--- src/design/rrq_pkg.sv ---
// ----------------------------------------------------------------------------
// Round-robin ready queue: shared types and constants
// Operation and status codes, slot width and the words carried between the
// cells of the link chain and the control logic.
// ----------------------------------------------------------------------------
package rrq_pkg;

   localparam int unsigned SLOT_W    = 4;
   localparam int unsigned OP_W      = 2;
   localparam int unsigned STATUS_W  = 2;
   localparam int unsigned SLOTS_MAX = 1 << SLOT_W;

   localparam logic [OP_W-1:0] OP_ADMIT  = 2'd0;
   localparam logic [OP_W-1:0] OP_REMOVE = 2'd1;
   localparam logic [OP_W-1:0] OP_NEXT   = 2'd2;

   localparam logic [STATUS_W-1:0] ST_DONE    = 2'd0;
   localparam logic [STATUS_W-1:0] ST_EMPTY   = 2'd1;
   localparam logic [STATUS_W-1:0] ST_IGNORED = 2'd2;

   // Contents of one slot as it travels down the chain.
   typedef struct packed {
      logic              queued;
      logic [SLOT_W-1:0] next_slot;
      logic [SLOT_W-1:0] prev_slot;
   } entry_type;

   typedef struct packed {
      logic              en;
      logic [SLOT_W-1:0] addr;
      logic [SLOT_W-1:0] value;
   } link_write_type;

   // Writes broadcast to every cell in the update cycle.
   typedef struct packed {
      link_write_type next_a;
      link_write_type next_b;
      link_write_type prev_a;
      link_write_type prev_b;
      logic              queued_en;
      logic [SLOT_W-1:0] queued_addr;
      logic              queued_value;
   } cell_write_type;

   typedef enum logic [2:0] {
      ST_IDLE  = 3'b001,
      ST_SCAN  = 3'b010,
      ST_APPLY = 3'b100
   } state_type;

endpackage

--- src/design/rrq_cell.sv ---
// ----------------------------------------------------------------------------
// Round-robin ready queue: one slot cell
// Holds the queued flag and both links of one slot, and forwards the lookup
// word to its neighbour, replacing it with its own entry on a match.
// ----------------------------------------------------------------------------
module rrq_cell
   import rrq_pkg::*;
#(
   parameter int unsigned INDEX = 0
) (
   input  logic              clock,
   input  logic              reset,
   input  logic [SLOT_W-1:0] query,
   input  entry_type         chain_in,
   output entry_type         chain_out,
   input  cell_write_type    wr
);

   localparam logic [SLOT_W-1:0] MY_SLOT = SLOT_W'(INDEX);

   logic              queued_ff, queued_in;
   logic [SLOT_W-1:0] next_ff, next_in;
   logic [SLOT_W-1:0] prev_ff, prev_in;
   entry_type         chain_ff, chain_in_sel;

   always_comb begin
      next_in = next_ff;
      if (wr.next_a.en && wr.next_a.addr == MY_SLOT) begin
         next_in = wr.next_a.value;
      end else if (wr.next_b.en && wr.next_b.addr == MY_SLOT) begin
         next_in = wr.next_b.value;
      end

      prev_in = prev_ff;
      if (wr.prev_a.en && wr.prev_a.addr == MY_SLOT) begin
         prev_in = wr.prev_a.value;
      end else if (wr.prev_b.en && wr.prev_b.addr == MY_SLOT) begin
         prev_in = wr.prev_b.value;
      end

      queued_in = queued_ff;
      if (wr.queued_en && wr.queued_addr == MY_SLOT) begin
         queued_in = wr.queued_value;
      end

      chain_in_sel = chain_in;
      if (query == MY_SLOT) begin
         chain_in_sel.queued    = queued_ff;
         chain_in_sel.next_slot = next_ff;
         chain_in_sel.prev_slot = prev_ff;
      end
   end

   always_ff @(posedge clock) begin
      if (reset) begin
         queued_ff <= 1'b0;
      end else begin
         queued_ff <= queued_in;
      end
   end

   always_ff @(posedge clock) begin
      next_ff  <= next_in;
      prev_ff  <= prev_in;
      chain_ff <= chain_in_sel;
   end

   assign chain_out = chain_ff;

endmodule

--- src/design/round_robin_ready_queue_unit.sv ---
// ----------------------------------------------------------------------------
// Round-robin ready queue unit
// Ready queue of thread slots kept as a circular doubly linked list, spread
// over a row of slot cells.
// ----------------------------------------------------------------------------
// A request word (admit, remove, or take next and rotate) is taken when start
// is high and busy is low. Every request gives exactly one response word,
// shown for a single cycle with rsp_valid high; the receiver cannot hold it
// off, so it must capture the word in that cycle. Busy is high from after
// acceptance through the update: the lookup word travels down the chain of
// CELLS slot cells one cell per cycle, and then the link updates are applied.
// CELLS is SLOTS limited to the sixteen slots a 4-bit slot number can name.
// The response appears in the cycle after the update, and a new request may
// be accepted in that same cycle. After reset the queue is empty and the unit
// is ready at once.
// ----------------------------------------------------------------------------
module round_robin_ready_queue_unit
   import rrq_pkg::*;
#(
   parameter int unsigned SLOTS = 16
) (
   input  logic                clock,
   input  logic                reset,
   input  logic                start,
   output logic                busy,
   input  logic [OP_W-1:0]     req_operation,
   input  logic [SLOT_W-1:0]   req_thread_slot,
   output logic                rsp_valid,
   output logic [SLOT_W-1:0]   rsp_selected_slot,
   output logic [STATUS_W-1:0] rsp_status
);

   // Slots beyond what the slot number can address would never be used.
   localparam int unsigned CELLS = (SLOTS < SLOTS_MAX) ? SLOTS : SLOTS_MAX;
   localparam int unsigned CNT_W = (CELLS > 1) ? $clog2(CELLS) : 1;
   localparam logic [CNT_W-1:0] CNT_LAST = CNT_W'(CELLS - 1);
   localparam logic [SLOT_W:0]  CELLS_EXT = (SLOT_W + 1)'(CELLS);

   state_type state_ff, state_in;

   logic [CNT_W-1:0]    count_ff, count_in;
   logic [OP_W-1:0]     op_ff, op_in;
   logic [SLOT_W-1:0]   slot_ff, slot_in;
   logic [SLOT_W-1:0]   query_ff, query_in;

   logic [SLOT_W-1:0]   head_ff, head_in;
   logic [SLOT_W-1:0]   tail_ff, tail_in;
   logic                nonempty_ff, nonempty_in;

   logic                rsp_valid_ff, rsp_valid_in;
   logic [SLOT_W-1:0]   rsp_slot_ff, rsp_slot_in;
   logic [STATUS_W-1:0] rsp_status_ff, rsp_status_in;

   entry_type           chain [CELLS+1];
   entry_type           found;
   cell_write_type      wr;
   logic                accept;
   logic                slot_in_range;

   // The chain enters with an empty entry, so a slot without a cell reads as
   // not queued.
   assign chain[0] = '0;

   for (genvar i = 0; i < CELLS; i++) begin : g_cell
      rrq_cell #(
         .INDEX (i)
      ) u_cell (
         .clock     (clock),
         .reset     (reset),
         .query     (query_ff),
         .chain_in  (chain[i]),
         .chain_out (chain[i+1]),
         .wr        (wr)
      );
   end

   assign found         = chain[CELLS];
   assign accept        = start && (state_ff == ST_IDLE);
   assign slot_in_range = {1'b0, slot_ff} < CELLS_EXT;

   // Sequencing: idle, then the lookup word walks the chain, then the update.
   always_comb begin
      state_in = state_ff;
      count_in = count_ff;
      op_in    = op_ff;
      slot_in  = slot_ff;
      query_in = query_ff;
      case (state_ff)
         ST_IDLE: begin
            if (accept) begin
               state_in = ST_SCAN;
               count_in = '0;
               op_in    = req_operation;
               slot_in  = req_thread_slot;
               // Next looks up the head, the others the named slot.
               query_in = (req_operation == OP_NEXT) ? head_ff : req_thread_slot;
            end
         end
         ST_SCAN: begin
            count_in = count_ff + CNT_W'(1);
            if (count_ff == CNT_LAST) begin
               state_in = ST_APPLY;
            end
         end
         ST_APPLY: begin
            state_in = ST_IDLE;
         end
         default: begin
            state_in = ST_IDLE;
         end
      endcase
   end

   // List update and response, worked out from the entry the chain delivered.
   always_comb begin
      wr            = '0;
      head_in       = head_ff;
      tail_in       = tail_ff;
      nonempty_in   = nonempty_ff;
      rsp_valid_in  = 1'b0;
      rsp_slot_in   = '0;
      rsp_status_in = ST_IGNORED;

      if (state_ff == ST_APPLY) begin
         rsp_valid_in = 1'b1;
         case (op_ff)
            OP_ADMIT: begin
               // A slot already in the queue is left alone.
               if (slot_in_range && !found.queued) begin
                  rsp_status_in   = ST_DONE;
                  wr.queued_en    = 1'b1;
                  wr.queued_addr  = slot_ff;
                  wr.queued_value = 1'b1;
                  wr.next_a       = '{en: 1'b1, addr: slot_ff, value: head_ff};
                  wr.prev_a       = '{en: 1'b1, addr: slot_ff, value: tail_ff};
                  tail_in         = slot_ff;
                  if (!nonempty_ff) begin
                     // First entry links to itself.
                     wr.next_a.value = slot_ff;
                     wr.prev_a.value = slot_ff;
                     head_in         = slot_ff;
                     nonempty_in     = 1'b1;
                  end else begin
                     wr.next_b = '{en: 1'b1, addr: tail_ff, value: slot_ff};
                     wr.prev_b = '{en: 1'b1, addr: head_ff, value: slot_ff};
                  end
               end
            end
            OP_REMOVE: begin
               if (slot_in_range && found.queued) begin
                  rsp_status_in   = ST_DONE;
                  wr.queued_en    = 1'b1;
                  wr.queued_addr  = slot_ff;
                  wr.queued_value = 1'b0;
                  if (found.next_slot == slot_ff) begin
                     // Last entry leaves: the queue is empty again.
                     head_in     = '0;
                     tail_in     = '0;
                     nonempty_in = 1'b0;
                  end else begin
                     wr.next_a = '{en: 1'b1, addr: found.prev_slot,
                                   value: found.next_slot};
                     wr.prev_a = '{en: 1'b1, addr: found.next_slot,
                                   value: found.prev_slot};
                     if (head_ff == slot_ff) begin
                        head_in = found.next_slot;
                     end
                     if (tail_ff == slot_ff) begin
                        tail_in = found.prev_slot;
                     end
                  end
               end
            end
            OP_NEXT: begin
               if (!nonempty_ff) begin
                  rsp_status_in = ST_EMPTY;
               end else begin
                  rsp_status_in = ST_DONE;
                  rsp_slot_in   = head_ff;
                  // Rotation of a circular list is a step of head and tail.
                  if (found.next_slot != head_ff) begin
                     head_in = found.next_slot;
                     tail_in = head_ff;
                  end
               end
            end
            default: begin
               rsp_status_in = ST_IGNORED;
            end
         endcase
      end
   end

   always_ff @(posedge clock) begin
      if (reset) begin
         state_ff     <= ST_IDLE;
         head_ff      <= '0;
         tail_ff      <= '0;
         nonempty_ff  <= 1'b0;
         rsp_valid_ff <= 1'b0;
      end else begin
         state_ff     <= state_in;
         head_ff      <= head_in;
         tail_ff      <= tail_in;
         nonempty_ff  <= nonempty_in;
         rsp_valid_ff <= rsp_valid_in;
      end
   end

   always_ff @(posedge clock) begin
      count_ff      <= count_in;
      op_ff         <= op_in;
      slot_ff       <= slot_in;
      query_ff      <= query_in;
      rsp_slot_ff   <= rsp_slot_in;
      rsp_status_ff <= rsp_status_in;
   end

   assign busy              = (state_ff != ST_IDLE);
   assign rsp_valid         = rsp_valid_ff;
   assign rsp_selected_slot = rsp_slot_ff;
   assign rsp_status        = rsp_status_ff;

endmodule

--- config.mk ---
export PLATFORM = sky130hd
export DESIGN_NAME = round_robin_ready_queue_unit
export DESIGN_NICKNAME = d
export VERILOG_FILES = /design/src/design/rrq_pkg.sv /design/src/design/rrq_cell.sv /design/src/design/round_robin_ready_queue_unit.sv
export SDC_FILE = /design/constraint.sdc
export NUM_CORES = 1
export LEC_CHECK = 0
export BUFFER_PORTS_ARGS = -buffer_cell sky130_fd_sc_hd__buf_2
export CAP_MARGIN = 20
export CORE_UTILIZATION = 30
export CTS_BUF_LIST = sky130_fd_sc_hd__clkbuf_2 sky130_fd_sc_hd__clkbuf_4 sky130_fd_sc_hd__clkbuf_8
export DETAILED_ROUTE_END_ITERATION = 10
export PLACE_DENSITY = 0.47
export SYNTH_ARGS = -nofsm -noshare
export SYNTH_HDL_FRONTEND = slang
export SYNTH_SLANG_ARGS = --single-unit
export TNS_END_PERCENT = 5
--- constraint.sdc ---
create_clock -name clock -period 3.29 [get_ports clock]
set_input_delay 0.329 -clock clock [delete_from_list [all_inputs] [get_ports clock]]
set_output_delay 0.329 -clock clock [all_outputs]
set_load 0.01 [all_outputs]
==> results.py <==
metrics = {
    "clocking": {
        "tritoncts": "yes",
        "cts_root_buffer": "clkbuf_8",
        "clkTransAtPathRegs_ns": 0.06,
        "h-tree-depth": 2,
        "numCtsBuffers": 55,
        "clock_latency_ns": 0.65,
        "clk_path_buf_depth": 3,
        "cts.sinks": 321,
    },
    "worst_setup_path": {
        "end_kind": "register",
        "worstSetupPathType": "reg2reg",
        "worstSetupStartpoint": "op_ff[1]",
        "startpoint_type": "register",
        "reg2reg_slack_ns": 0.22,
        "reg2reg_depth": 7,
        "critPathMaxFanout": 10,
        "worstPathRequired_ns": 3.57,
        "worstReg2RegEnd": "g_cell[12].u_cell.next_ff[0]",
        "critPathArrivalTime_ns": 3.34,
        "reg2reg_from": "op_ff[1]",
        "endpoint": "g_cell[12].u_cell.next_ff[0]",
    },
    "synth": {
        "synth_ff_type": "dfxtp_1",
        "syn-cell-area_sq_um": 13200,
        "yosysSeqAreaShare_pct": 59.5,
        "synth_fp_nets": 1066,
        "ys_ff_latch": 321,
        "yosys.cell_types.count": 68,
        "synth_warnings": 0,
        "netlist_instances": 1052,
        "syn_avg_cell_area_sq_um": 12.5,
        "synth_edf_count": 142,
        "async_flop_share_pct": 0,
    },
    "die": {
        "start_util_pct": 30.5,
        "ioPinCount": 17,
        "die_y_um": 212,
        "die-area_sq_um": 44800,
        "fp.coreArea_sq_um": 43200,
        "chipWidth_um": 212,
        "fp-row-count": 76,
    },
    "sta": {
        "setup_slack_ns": 0.225,
        "drv_slew": 0,
        "rsz0062_at_grt": "no",
        "fin_setup_tns_ns": 0,
        "worst_pin_slew_ns": 1.00,
        "period_share_pct": 93.2,
        "setup_violations": 0,
        "relSlewSlack_pct": 32.9,
        "max_clock_freq_ghz": 0.326,
        "hold_slack_ns": 0.100,
        "min_period_ns": 3.07,
        "skew_ns": 0.0343,
        "hold_viol_final": 0,
    },
    "cells_and_area": {
        "drive_gt1_share_pct": 29.3,
        "fin_area_sq_um": 15400,
        "nets": 1116,
        "fillers": 4328,
        "area_growth_pct": 16.6,
        "antennaDiodeCount": 0,
    },
    "detailed_routing": {
        "drtAntennaViolNets": 0,
        "avgViaCountPerCell": 5.03,
        "drt_wl_total_mm": 38.1,
        "dr.pass1.iters": 5,
        "num_vias": 8726,
        "wl_per_cell_um": 22.0,
        "drt_iter0_markers": 581,
        "detail_route.drc_violations": 0,
    },
    "hold_path": {
        "hp-class": "in2reg",
    },
    "global_route": {
        "gr-usage-met1_pct": 23.1,
        "first_global_vias": 9171,
        "grt_max_degree": 33,
        "grt_busiest_layer": "met2",
        "overflow": 0,
        "grt_pass1_wl_mm": 57.5,
        "use_met3_pct": 3.78,
        "grtUsageTotal_pct": 17.5,
        "met2_usage_pct": 27.8,
        "antenna_found_initial": 0,
    },
    "power": {
        "irDropWorstVdd_uv": 316,
        "power.density_nw_per_um2": 553,
        "leakagePower_uw": 0.00588,
    },
    "run": {
        "cap_viol_max_count": 0,
    },
    "place": {
        "dpl_cell_area_sq_um": 14000,
        "numPortBuffers": 16,
        "routabilityCongestion": 0.866,
        "dpl.hpwl_mm": 27.0,
        "pre_cts_ws_ns": 0.221,
    },
    "run_status": {
        "status": "finished clean",
    },
}
-- per-stage QoR --
stage                     std cells  total power [uW]  util, %
after floorplan                1052              4450        -
after global placement         1624              4530     32.5
after detailed placement       1624              4530     32.5
after CTS                      1734              8590     35.6
after global routing           1734              8790     35.6
final                          1734              8490     35.6
-- cells by family (layout without fill, tap and decap cells) --
family | Yosys count | count (layout) | share of synthesized area (%)
adder cells (fa/ha/maj) | 5 | 5 | 0.475
flip-flops | 321 | 321 | 59.5
XOR/XNOR | 22 | 22 | 2.03
multiplexers | 183 | 183 | 15.2
buffers and inverters | 87 | 184 | 2.76
AND/OR/NAND/NOR | 213 | 213 | 9.25
AO/OA/AOI/OAI | 221 | 221 | 10.7
-- timing repair --
item,4_1_cts,5_1_grt
hold buffers,6,0
endpoints found under the hold margin,10,0
setup buffers,0,0
endpoints found under the setup margin,0,4
gates resized for setup,0,1
-- flip-flops by register name, summed over array words and instances (netlist names) --
| signal | count |
|---|---|
| g_cell.u_cell.chain_out | 144 |
| g_cell.u_cell.next_ff | 64 |
| g_cell.u_cell.prev_ff | 64 |
| g_cell.u_cell.queued_ff | 16 |
| count_ff | 4 |
| head_ff | 4 |
| query_ff | 4 |
| rsp_selected_slot | 4 |
| slot_ff | 4 |
| tail_ff | 4 |
| state_ff | 3 |
| op_ff | 2 |
| rsp_status | 2 |
| nonempty_ff | 1 |
| rsp_valid | 1 |
-- cells in the mapped netlist (all sizes together) (21+ instances only) --
| cell type | n | area share [%] |
|---|---|---|
| dfxtp | 179 | 27 |
| edfxtp | 142 | 32 |
| mux2 | 136 | 12 |
| o21ai | 121 | 4.6 |
| nor2 | 49 | 1.5 |
| mux2i | 47 | 3.6 |
| clkbuf | 46 | 1.3 |
| buf | 30 | 1.1 |
| nand4 | 30 | 1.4 |
| o22ai | 26 | 1.3 |
| nand2 | 23 | 0.66 |
| nand3 | 21 | 0.80 |
-- cells in the final DEF, fill, tap and decap left out, types with 5 or more instances in the layout --
cell type and count:
ha_1 5, and2_1 12, nand3_1 21, dlygate4sd3_1 6, o21ai_0 112, mux2_2 136
and4_1 7, nor3_2 7, o2bb2ai_1 8, o22ai_1 25, nand2b_1 10, or2_2 7
xnor2_1 10, xor2_1 8, clkbuf_4 13, clkinv_2 16, nand2_1 23, o21ai_1 8
buf_2 16, a21oi_1 17, dfxtp_1 179, or3_1 14, inv_1 11, nand3b_1 5
and3_1 8, clkbuf_8 68, mux2i_1 47, buf_4 46, edfxtp_1 142, nand4_1 30
nor2_1 48
-- metal layers --
| layer | part of all wire [%] | vias up | routed length, um |
|---|---|---|---|
| met5 | 0 | - | 0 |
| met4 | 3.2 | 0 | 1210 |
| met3 | 5.8 | 75 | 2190 |
| met2 | 46 | 274 | 17400 |
| met1 | 45 | 4331 | 17300 |
| li1 | - | 4046 | - |
-- worst min path at each step --
| stage | from | to | cells after the start |
|---|---|---|---|
| after global placement | g_cell[0].u_cell.next_ff[0] | g_cell[0].u_cell.chain_out[4] | 1 |
| after global routing | start | state_ff[0] | 3 |
| final | start | state_ff[0] | 3 |
| after floorplan | g_cell[0].u_cell.prev_ff[0] | g_cell[0].u_cell.chain_out[0] | 1 |
| after detailed placement | g_cell[0].u_cell.next_ff[1] | g_cell[0].u_cell.chain_out[5] | 1 |
| after CTS | start | state_ff[0] | 3 |
-- worst max-delay path: stages, from the launching register on --
cell,delay (ns)
edfxtp_1,0.41
inv_1,0.10
ha_1,0.37
nand3_1,0.11
a41oi_1,0.52
or2_0,0.44
nand4_1,0.35
o21ai_0,0.41
-- power breakdown --
| part | internal [uW] | switching, uW | leakage, uW |
|---|---|---|---|
| registers | 4170 | 35.8 | 0.00306 |
| clock network | 2350 | 1680 | 0.000681 |
| logic | 95.1 | 160 | 0.00214 |
| total | 6610 | 1880 | 0.00588 |
-- cell type report --
type / instances / area, sq um / share of cell area (%)
Sequential cell: 321 / 7850 / 51.1
Multi-Input combinational cell: 644 / 4970 / 32.3
Clock buffer: 81 / 1030 / 6.73
Tap cell: 585 / 732 / 4.76
Timing Repair Buffer: 69 / 505 / 3.29
Clock inverter: 23 / 235 / 1.53
Inverter: 11 / 41.3 / 0.269
(Power assumes the default switching activity.)
